`src/rtl/core/tspm_pkg.sv`:
```
package tspm_pkg;

    localparam int PROBE_SLOTS_DEF     = 64;
    localparam int MAX_SACK_BLOCKS_DEF = 3;

    localparam logic [1:0] CMD_RECORD = 2'd0;
    localparam logic [1:0] CMD_DONE   = 2'd1;
    localparam logic [1:0] CMD_OPTION = 2'd2;

    localparam logic [7:0] OPT_EOL   = 8'd0;
    localparam logic [7:0] OPT_NOP   = 8'd1;
    localparam logic [7:0] OPT_SACK  = 8'd5;
    localparam logic [7:0] OPT_HEAD  = 8'd2;
    localparam logic [7:0] BLOCK_BYTES   = 8'd8;
    localparam logic [7:0] MAX_SACK_BODY = 8'd24;

    localparam logic [2:0] ST_MATCH         = 3'd0;
    localparam logic [2:0] ST_NO_FREE       = 3'd1;
    localparam logic [2:0] ST_NO_SACK       = 3'd2;
    localparam logic [2:0] ST_ZERO_INTERVAL = 3'd3;
    localparam logic [2:0] ST_MALFORMED     = 3'd4;

    typedef enum logic [2:0] {
        PH_KIND, PH_LEN_OTHER, PH_LEN_SACK, PH_SKIP, PH_SACK_BODY, PH_ENDED
    } t_phase;

endpackage

```
`src/rtl/core/tcp_sack_option_probe_match_top.sv`:
```
// SACK option probe matcher.
// Command channel: i_start with i_command/i_slot/i_seq_value/i_option_byte/i_last;
// a beat is taken when i_start is high and o_busy is low.
// Record (0) and done (1) commands, and option bytes without i_last, give no
// result; record/done/option beats may follow back to back.
// An option byte with i_last starts the verdict. If the options are malformed
// or the interval sum is zero the result is registered and shows in the cycle after.
// Otherwise the probe table is scanned in slot order, one slot per cycle through the
// sequence memory (registered read), until a matching slot that is neither done
// nor final, or the last slot; o_busy is high until the result appears.
// The result shows for one cycle with o_valid high; the receiver cannot stall.
// Reset clears the valid/done/final/reply marks and the parser state; the
// sequence memory itself is not cleared, entries are used only for valid slots.
module tcp_sack_option_probe_match_top #(
    parameter int PROBE_SLOTS     = tspm_pkg::PROBE_SLOTS_DEF,
    parameter int MAX_SACK_BLOCKS = tspm_pkg::MAX_SACK_BLOCKS_DEF
) (
    input  logic        i_clk,
    input  logic        i_rst_n,
    input  logic        i_start,
    input  logic [1:0]  i_command,
    input  logic [5:0]  i_slot,
    input  logic [31:0] i_seq_value,
    input  logic [7:0]  i_option_byte,
    input  logic        i_last,
    output logic        o_busy,
    output logic        o_valid,
    output logic [2:0]  o_status,
    output logic [5:0]  o_probe_slot,
    output logic [1:0]  o_block_count
);
    import tspm_pkg::*;

    localparam int SW = (PROBE_SLOTS > 1) ? $clog2(PROBE_SLOTS) : 1;
    localparam int CW = $clog2(PROBE_SLOTS + 1);
    localparam int BW = $clog2(MAX_SACK_BLOCKS + 1);
    localparam int NE = 2 * MAX_SACK_BLOCKS;

    typedef enum logic [1:0] {S_IDLE, S_SCAN, S_CHECK} t_state;

    logic [31:0] r_mem [PROBE_SLOTS];
    logic [31:0] r_rd;

    logic [PROBE_SLOTS-1:0] r_valid, r_done, r_final, r_reply;

    t_state      r_state;
    t_phase      r_phase, n_phase;
    logic [7:0]  r_left, n_left;
    logic [31:0] r_edge [NE];
    logic [31:0] n_edge [NE];
    logic [BW-1:0] r_blocks, n_blocks;
    logic [31:0] r_acc, n_acc;
    logic [31:0] r_sum, n_sum;
    logic        r_sack, n_sack;
    logic        r_mal, n_mal;
    logic [CW-1:0] r_idx;
    logic [SW-1:0] r_cidx;
    logic        r_ovalid;
    logic [2:0]  r_status;
    logic [5:0]  r_pslot;
    logic [1:0]  r_bcount;

    wire accept   = i_start && (r_state == S_IDLE);
    wire slot_ok  = ({26'd0, i_slot} < 32'(PROBE_SLOTS));
    wire [SW-1:0] wslot = SW'(i_slot);
    wire do_rec   = accept && i_command == CMD_RECORD && slot_ok;
    wire do_done  = accept && i_command == CMD_DONE && slot_ok;
    wire do_opt   = accept && i_command == CMD_OPTION;

    // parser next state
    logic [7:0] body, rem;
    always_comb begin
        n_phase  = r_phase;
        n_left   = r_left;
        n_edge   = r_edge;
        n_blocks = r_blocks;
        n_acc    = r_acc;
        n_sum    = r_sum;
        n_sack   = r_sack;
        n_mal    = r_mal;
        body     = i_option_byte - OPT_HEAD;
        rem      = r_left - 8'd1;
        case (r_phase)
            PH_KIND: begin
                if (i_option_byte == OPT_EOL) n_phase = PH_ENDED;
                else if (i_option_byte == OPT_NOP) n_phase = PH_KIND;
                else if (i_option_byte == OPT_SACK) n_phase = PH_LEN_SACK;
                else n_phase = PH_LEN_OTHER;
            end
            PH_LEN_OTHER: begin
                if (i_option_byte < OPT_HEAD) begin
                    n_phase = PH_ENDED;
                end else begin
                    n_left  = body;
                    n_phase = (body != 8'd0) ? PH_SKIP : PH_KIND;
                end
            end
            PH_LEN_SACK: begin
                if (i_option_byte < OPT_HEAD || body[2:0] != 3'd0 || body > MAX_SACK_BODY
                    || (32'(r_blocks) + 32'(body[4:3]) > 32'(MAX_SACK_BLOCKS))) begin
                    n_mal   = 1'b1;
                    n_phase = PH_ENDED;
                end else begin
                    n_sack  = 1'b1;
                    n_left  = body;
                    n_acc   = '0;
                    n_phase = (body != 8'd0) ? PH_SACK_BODY : PH_KIND;
                end
            end
            PH_SKIP: begin
                n_left = rem;
                if (rem == 8'd0) n_phase = PH_KIND;
            end
            PH_SACK_BODY: begin
                n_acc  = {r_acc[23:0], i_option_byte};
                n_left = rem;
                if (32'(r_blocks) < 32'(MAX_SACK_BLOCKS)) begin
                    for (int k = 0; k < MAX_SACK_BLOCKS; k++) begin
                        if (32'(r_blocks) == k) begin
                            if (rem[2:0] == 3'd4) begin
                                n_edge[2*k] = n_acc;
                            end else if (rem[2:0] == 3'd0) begin
                                n_edge[2*k+1] = n_acc;
                                n_sum    = r_sum + (n_acc - r_edge[2*k]);
                                n_blocks = r_blocks + BW'(1);
                            end
                        end
                    end
                end
                if (rem == 8'd0) n_phase = PH_KIND;
            end
            default: n_phase = PH_ENDED;
        endcase
    end

    // hit test for the slot being checked
    logic hit;
    always_comb begin
        hit = 1'b0;
        for (int k = 0; k < MAX_SACK_BLOCKS; k++) begin
            if (32'(r_blocks) > k && r_rd >= r_edge[2*k] && r_rd < r_edge[2*k+1])
                hit = 1'b1;
        end
    end
    wire cand = r_valid[r_cidx] && r_rd != 32'd0 && hit;

    // sequence memory: write on record, read at scan index
    always_ff @(posedge i_clk) begin
        if (do_rec) r_mem[wslot] <= i_seq_value;
        r_rd <= r_mem[SW'(r_idx)];
    end

    always_ff @(posedge i_clk) begin
        if (!i_rst_n) begin
            r_state  <= S_IDLE;
            r_valid  <= '0;
            r_done   <= '0;
            r_final  <= '0;
            r_reply  <= '0;
            r_phase  <= PH_KIND;
            r_left   <= '0;
            r_blocks <= '0;
            r_acc    <= '0;
            r_sum    <= '0;
            r_sack   <= 1'b0;
            r_mal    <= 1'b0;
            for (int k = 0; k < NE; k++) r_edge[k] <= '0;
            r_idx    <= '0;
            r_cidx   <= '0;
            r_ovalid <= 1'b0;
            r_status <= ST_NO_FREE;
            r_pslot  <= '0;
            r_bcount <= '0;
        end else begin
            r_ovalid <= 1'b0;
            if (do_rec) begin
                r_valid[wslot] <= 1'b1;
                r_done[wslot]  <= 1'b0;
                r_final[wslot] <= 1'b0;
                r_reply[wslot] <= 1'b0;
            end
            if (do_done) r_done[wslot] <= 1'b1;
            case (r_state)
                S_IDLE: begin
                    if (do_opt) begin
                        r_phase  <= n_phase;
                        r_left   <= n_left;
                        r_edge   <= n_edge;
                        r_blocks <= n_blocks;
                        r_acc    <= n_acc;
                        r_sum    <= n_sum;
                        r_sack   <= n_sack;
                        r_mal    <= n_mal;
                        if (i_last) begin
                            r_bcount <= 2'(n_blocks);
                            r_pslot  <= '0;
                            if (n_mal || n_sum == 32'd0) begin
                                r_ovalid <= 1'b1;
                                r_status <= n_mal ? ST_MALFORMED :
                                            (n_sack ? ST_ZERO_INTERVAL : ST_NO_SACK);
                                r_phase  <= PH_KIND;
                                r_left   <= '0;
                                r_blocks <= '0;
                                r_acc    <= '0;
                                r_sum    <= '0;
                                r_sack   <= 1'b0;
                                r_mal    <= 1'b0;
                                for (int k = 0; k < NE; k++) r_edge[k] <= '0;
                            end else begin
                                r_idx   <= '0;
                                r_state <= S_SCAN;
                            end
                        end
                    end
                end
                S_SCAN: begin
                    // read of slot r_idx issued; compare next cycle
                    r_cidx  <= SW'(r_idx);
                    r_idx   <= r_idx + CW'(1);
                    r_state <= S_CHECK;
                end
                S_CHECK: begin
                    logic fin;
                    fin = 1'b0;
                    if (cand) begin
                        r_reply[r_cidx] <= 1'b1;
                        if (!r_done[r_cidx] && !r_final[r_cidx]) begin
                            r_final[r_cidx] <= 1'b1;
                            r_status <= ST_MATCH;
                            r_pslot  <= 6'(r_cidx);
                            fin = 1'b1;
                        end
                    end
                    if (!fin && 32'(r_idx) >= 32'(PROBE_SLOTS)) begin
                        r_status <= ST_NO_FREE;
                        fin = 1'b1;
                    end
                    if (fin) begin
                        r_ovalid <= 1'b1;
                        r_state  <= S_IDLE;
                        r_phase  <= PH_KIND;
                        r_left   <= '0;
                        r_blocks <= '0;
                        r_acc    <= '0;
                        r_sum    <= '0;
                        r_sack   <= 1'b0;
                        r_mal    <= 1'b0;
                        for (int k = 0; k < NE; k++) r_edge[k] <= '0;
                    end else begin
                        r_cidx <= SW'(r_idx);
                        r_idx  <= r_idx + CW'(1);
                    end
                end
                default: r_state <= S_IDLE;
            endcase
        end
    end

    assign o_busy        = (r_state != S_IDLE);
    assign o_valid       = r_ovalid;
    assign o_status      = r_status;
    assign o_probe_slot  = r_pslot;
    assign o_block_count = r_bcount;

endmodule
```
`config.mk`:
```
export PLATFORM = sky130hd
export DESIGN_NAME = tcp_sack_option_probe_match_top
export DESIGN_NICKNAME = d
export VERILOG_FILES = /design/src/rtl/core/tspm_pkg.sv /design/src/rtl/core/tcp_sack_option_probe_match_top.sv
export SDC_FILE = /design/constraint.sdc
export NUM_CORES = 2
export LEC_CHECK = 0
export BUFFER_PORTS_ARGS = -buffer_cell sky130_fd_sc_hd__buf_2
export CORE_MARGIN = 3
export CORE_UTILIZATION = 30
export CTS_BUF_LIST = sky130_fd_sc_hd__clkbuf_16
export CTS_CLUSTER_DIAMETER = 60
export CTS_CLUSTER_SIZE = 14
export DETAILED_ROUTE_END_ITERATION = 8
export GPL_TIMING_DRIVEN = 0
export PLACE_DENSITY = 0.54
export SLEW_MARGIN = 20
export SYNTH_ARGS = -nofsm -noshare
export SYNTH_HDL_FRONTEND = slang
export SYNTH_SLANG_ARGS = --single-unit
```
`constraint.sdc`:
```
create_clock -name i_clk -period 7.4 [get_ports i_clk]
set_input_delay 1.48 -clock i_clk [delete_from_list [all_inputs] [get_ports i_clk]]
set_output_delay 1.48 -clock i_clk [all_outputs]
set_load 0.005 [all_outputs]
```
## Word-level counts from Yosys, hierarchy flattened

Memories as Yosys holds them, arrays and structs flattened. A register that Yosys moved wholly into a read port is not among the register bits.
Cells that the tools add are included.

| operators by class | value |
|---|---|
| muxes and demuxes | 152 |
| $lt $le $gt $ge | 18 |
| bitwise gates (word level) | 6 |
| add/sub/neg operators | 11 |
| equal/unequal tests | 23 |
| reduce and logical (&&, ||, !) cells | 46 |

Operators by type and width:

| kind | number |
|---|---|
| $mux 192 | 6 |
| $mux 32 | 28 |
| $mux 64 | 11 |
| $pmux 192 s2 | 1 |
| $or 64x64->64 | 3 |
| $pmux 32 s2 | 3 |
| $and 64x64->64 | 2 |
| $add 32x32->32 | 3 |
| $ge 32x32->1 | 3 |
| $lt 32x32->1 | 3 |
| $sub 32x32->32 | 3 |
| $not 64->64 | 1 |
| $mux 3 | 16 |
| $mux 8 | 6 |
| $mux 2 | 21 |
| $mux 1 | 33 |
| $logic_not 32->1 | 1 |
| $reduce_bool 32->1 | 1 |
| $mux 6 | 5 |
| $mux 7 | 4 |
| $pmux 6 s2 | 2 |
| $pmux 8 s3 | 1 |
| $pmux 7 s3 | 1 |
| $bmux 1 s6 | 3 |
| 46 further kinds | 95 |

| storage, ports and cells | value |
|---|---|
| memories | 1 |
| output and inout bits | 13 |
| bits in writable memories | 2,048 |
| word-level logic and storage cells | 280 |
| input bits | 52 |
| flip-flop bits (word level) | 490 |

Memory list:

| name | depth | bits a word | rd ports | clocked after Yosys merged registers in | write ports | RTL line | source |
|---|---|---|---|---|---|---|---|
| r_mem | 64 | 32 | 1 | 1 | 1 | tcp_sack_option_probe_match_top.sv:41 | `logic [31:0] r_mem [PROBE_SLOTS];` |

## Longest topological paths before layout

| logic depth | value |
|---|---|
| word-level depth | 19 |
| gate-level depth with buffers | 21 |
| depth with buffers taken out | 19 |

## Worst setup path before layout

Ideal clock, no wire load.

| timing | value |
|---|---|
| kind | input to register |
| start | input port i_option_byte[3] |
| end | register r_edge[129] (netlist name) |
| data arrival time | 6,648 ps |
| library setup time | 117 ps |
| buffers on the path | 3 |
| setup slack | 635 ps |
| data required time | 7,283 ps |
| cell stages on the path | 20 |
| cell sequence | clkbuf_1 inv_1 fa_1 inv_1 ha_1 and3_1 a221oi_1 o21bai_1 a2111oi_0 nand2b_1 o211ai_1 mux2_2 a21oi_1 or4b_2 o41ai_4 a21oi_2 buf_6 a22o_4 buf_6 a22o_1 |

| on the way | value |
|---|---|
| word-level cells in the longest chain between the ends | 19 |
| elaborated cells between the ends (all ways) | 33 |
| classes of those cells | 8 x add/sub; 3 x order compare; 17 x mux; 5 x reduce/logical |

RTL lines:

| element | RTL line | source |
|---|---|---|
| start, declared | tcp_sack_option_probe_match_top.sv:24 | `input logic [7:0] i_option_byte,` |
| $sub 32x32->32 | tcp_sack_option_probe_match_top.sv:124 | `n_sum = r_sum + (n_acc - r_edge[2*k]);` |
| $add 32x32->32 | tcp_sack_option_probe_match_top.sv:124 |  |
| $mux 32 | tcp_sack_option_probe_match_top.sv:122 | `end else if (rem[2:0] == 3'd0) begin` |
| $mux 32 | tcp_sack_option_probe_match_top.sv:120 | `if (rem[2:0] == 3'd4) begin` |
| $mux 32 | tcp_sack_option_probe_match_top.sv:119 | `if (32'(r_blocks) == k) begin` |
| $mux 32 | tcp_sack_option_probe_match_top.sv:122 |  |
| $mux 32 | tcp_sack_option_probe_match_top.sv:120 |  |
| $mux 32 | tcp_sack_option_probe_match_top.sv:119 |  |
| [... 3 more ...] | n/a |  |
| $mux 32 | tcp_sack_option_probe_match_top.sv:117 | `if (32'(r_blocks) < 32'(MAX_SACK_BLOCKS)) begin` |
| $mux 32 | tcp_sack_option_probe_match_top.sv:83 | `case (r_phase)` |
| $logic_not 32->1 | tcp_sack_option_probe_match_top.sv:197 | `if (n_mal \|\| n_sum == 32'd0) begin` |
| $logic_or 1x1->1 (*) | tcp_sack_option_probe_match_top.sv:197 |  |
| $mux 192 (*) | tcp_sack_option_probe_match_top.sv:197 |  |
| $mux 192 (*) | tcp_sack_option_probe_match_top.sv:194 | `if (i_last) begin` |
| $mux 192 (*) | tcp_sack_option_probe_match_top.sv:185 | `if (do_opt) begin` |
| $pmux 192 s2 (*) | tcp_sack_option_probe_match_top.sv:183 | `case (r_state)` |
| end signal, assigned | tcp_sack_option_probe_match_top.sv:188 | `r_edge <= n_edge;` |
| end, declared | tcp_sack_option_probe_match_top.sv:49 | `logic [31:0] r_edge [NE];` |

Mark *: on every way between the ends. The rest lies on a longest branch, timed or not. The select of a mux whose other input is x is not followed.
A chain may end at the register's enable or synchronous reset.

## Final worst setup path

| timing | value |
|---|---|
| start | input port i_option_byte[6] |
| end | register r_idx[2] |

| on the way | value |
|---|---|
| word-level cells in the longest chain between the ends | 17 |
| elaborated cells between the ends (all ways) | 29 |
| classes of those cells | 7 x add/sub; 2 x order compare; 1 x eq/ne; 13 x mux; 6 x reduce/logical |

RTL lines:

| element | RTL line | source |
|---|---|---|
| $sub 32x32->32 | tcp_sack_option_probe_match_top.sv:124 |  |
| $add 32x32->32 | tcp_sack_option_probe_match_top.sv:124 |  |
| $mux 32 | tcp_sack_option_probe_match_top.sv:122 |  |
| $mux 32 | tcp_sack_option_probe_match_top.sv:120 |  |
| $mux 32 | tcp_sack_option_probe_match_top.sv:119 |  |
| $mux 32 | tcp_sack_option_probe_match_top.sv:122 |  |
| $mux 32 | tcp_sack_option_probe_match_top.sv:120 |  |
| $mux 32 | tcp_sack_option_probe_match_top.sv:119 |  |
| $mux 32 | tcp_sack_option_probe_match_top.sv:122 |  |
| $mux 32 | tcp_sack_option_probe_match_top.sv:120 |  |
| $mux 32 | tcp_sack_option_probe_match_top.sv:119 |  |
| $mux 32 | tcp_sack_option_probe_match_top.sv:117 |  |
| $mux 32 | tcp_sack_option_probe_match_top.sv:83 |  |
| $logic_not 32->1 | tcp_sack_option_probe_match_top.sv:197 |  |
| $logic_or 1x1->1 (*) | tcp_sack_option_probe_match_top.sv:197 |  |
| $ne 2x2->1 (no source line) (*) | n/a |  |
| $reduce_and 5->1 (no source line) (*) | n/a |  |
| end signal, assigned | tcp_sack_option_probe_match_top.sv:219 | `r_idx <= r_idx + CW'(1);` |
| end signal, assigned | tcp_sack_option_probe_match_top.sv:251 | `r_idx <= r_idx + CW'(1);` |
| end, declared | tcp_sack_option_probe_match_top.sv:56 | `logic [CW-1:0] r_idx;` |

Mark *: on every way between the ends. The rest lies on a longest branch, timed or not.

==> out/results.ini <==
[die]
die_area_um2=377000
io_pins=65
die_h_um=614
rows=222
initial_utilization_pct=30.2
die_x_um=614
core_area_um2=367000

[pwr]
peakVddDrop_v=0.000203
p_leak_nw=41.0
powerDensity_nw_per_um2=221

[sta]
timing.setup.tns_ps=-1050
fin_ws_ps=-86.0
fin_crit_sh_pct=101
relSlewSlack_pct=15.5
finalMaxSlewViolations=0
skew_ps=106
min_period_ps=7490
hold_viol_final=0
worst_pin_slew_ps=1260
finalSetupViolations=23
whs_ps=466
max_freq_ghz=0.134

[clock_network]
cts_root_buf=clkbuf_16
cts_tree=done
clkLatencyLatePin_ps=960
cts_buffer_depth=4
htreeDepth=4
path_clk_slew_ps=70
cts_buffers=238
cts.sinks=2562
hold_buffers=0

[setup_path]
crit_chain=clkbuf_2 > inv_1 > fa_1 > inv_1 > ha_1 > a21oi_1 > o211ai_1 > and3_1 > nor2_1 > xnor2_1 > a221o_1 > a22oi_1 > or4b_2 > nor4b_1 > or4_1 > buf_2 > o21ai_0 > a21oi_1
cp_top_family=simple AND/OR/NAND/NOR gates
critPathSlowestCell=nor4b_1
start_kind=input port
path_class=input port to flip-flop
cp.buffers_inverters=4
crit_fanout=10
end_kind=flip-flop
crit_arrival_ps=8330
critPathMaxStageDelay_ps=870
required_ps=8250

[placement]
dpl_cell_area_um2=120000
dp_slack_ps=-1950
dpl.hpwl_um=267000
portBuffers=56
gp_congestion=0.919

[logic_synthesis]
synth-edff-count=2048
synth_area_um2=111000
synth_nets=7365
synthTopCellsByArea=edfxtp_1 (56%), mux4_2 (14%), dfxtp_1 (9.3%), ha_1 (3.4%), inv_1 (1.7%)
avgSynthCellArea_um2=16.0
ys_types=91
synth.largest_area_cell=edfxtp_1
yosys_warnings=0
syn_inst=6920
ys_top_cells_by_count=edfxtp_1 (2,048), mux4_2 (680), dfxtp_1 (514)
synth_most_common_cell=edfxtp_1
synth_async_sr_flop_share_pct=0
synth-seq-area-share_pct=64.8
synth_ff_type=edfxtp_1
ys_ff_latch=2562
yosysTopAreaCellShare_pct=55.5

[grt]
overflow=0
grt_pass1_vias=66497
grt_pass1_wl_um=526000
grt_max_degree=65
grt_usage_pct=19.7
antenna_found_initial=50

[final_layout]
final_design_area_no_fill_um2=127000
nNetsFinal=7758
drive_gt1_share_pct=18.9
postLayoutCoreUtil_pct=34.7
syn_to_final_growth_pct=14.9

[status]
status=finished, violations left
violations=setup timing

[worst_hold_path]
hold_class=flip-flop to flip-flop

[flow_run]
drv_cap=0

[detailed_routing]
via_per_inst=5.50
drc_errors=0
post_drt_wl_per_cell_um=30.9
drtAntennaViolNets=0
wl_um=379000
vias=67453
drtPass1Iterations=6
drtIter0Drc=8363

-- cells by family after synthesis --
group	Yosys count	synth area share, %
flip-flops	2562	64.8
AO/OA/AOI/OAI	1203	7.66
AND/OR/NAND/NOR	1088	4.60
buffers and inverters	880	3.11
multiplexers	718	14.2
adder cells (fa/ha/maj)	393	5.07
XOR/XNOR	76	0.601
-- worst paths after layout --
kind / cells after the start / from / to / slack, ps
worst min-delay path: 2 / o_probe_slot[0] / o_probe_slot[0] / 470
worst max register to register: 18 / r_acc[1] / r_idx[2] / 90
worst min register to register: 2 / o_probe_slot[0] / o_probe_slot[0] / 470
worst max-delay path: 18 / i_option_byte[6] / r_idx[2] / -90
-- cell type report --
type | count | area (um2)
clock inverters | 124 | 1170
fillers | 34789 | 239000
plain buffers | 366 | 1600
clock buffers | 244 | 6110
multi-input cells | 3478 | 36000
inverters | 503 | 1940
repair buffers | 164 | 2670
well taps | 4816 | 6030
flip-flops and latches | 2562 | 71800
diodes | 17 | 42.5
-- per-stage QoR --
step | total power [mW] | std cells
global placement | 16.5 | 11792
floorplan | 16.1 | 6920
global route | 28.9 | 12264
detailed placement | 16.5 | 11897
CTS | 28.3 | 12258
finish | 28.1 | 12274
-- worst min-delay path: stages, from the launching register on --
cell and delay [ps]:
dfxtp_1 310, nand2_1 50, o21ai_0 60
-- sequential cells by signal (all words and copies together), names as in the netlist --
signal	cells
r_phase	3
r_idx	7
r_done	64
o_block_count	2
r_rd	32
r_sack	1
o_valid	1
o_probe_slot	6
r_acc	24
r_left	8
o_status	3
r_blocks	2
r_edge	192
r_valid	64
r_mem	2048
r_cidx	6
r_sum	32
r_state	2
r_final	64
r_mal	1
-- where the power goes --
group | switching (mW) | internal (mW) | leakage [nW]
sequential | 0.00690 | 15.5 | 22.6
clock | 5.56 | 6.33 | 3.69
combinational | 0.527 | 0.144 | 14.7
total | 6.09 | 22.0 | 41.0
-- routing by layer --
layer	part of all wire [%]	vias to the layer above	GRT usage, %
met5	0.011	-	0
met4	4.3	6	7.27
met3	8.0	631	3.46
met2	46	3173	30.9
met1	42	35702	27.4
li1	-	27941	-
-- layout by cell type, fill, tap and decap left out, types with 56 or more instances in the layout --
cell / count
nand3_1: 68
nand4_1: 73
inv_1: 513
clkbuf_16: 244
clkbuf_1: 235
nor3_1: 56
dfxtp_1: 507
o22ai_1: 58
nor2_1: 309
mux4_2: 680
a22oi_1: 70
a22o_1: 203
nand2_1: 329
edfxtp_1: 2048
ha_1: 300
a21oi_1: 229
o21ai_0: 180
a21o_1: 96
buf_2: 71
fa_1: 93
-- repair_timing --
| item | CTS | global route |
|---|---|---|
| buffers inserted | 2 | 0 |
| resized for setup | 26 | 11 |
| endpoints found under the hold margin | 0 | 0 |
| pin swaps | 3 | 0 |
| cloned | 0 | 0 |
| setup endpoints to repair | 275 | 213 |
(Power assumes the default switching activity.)
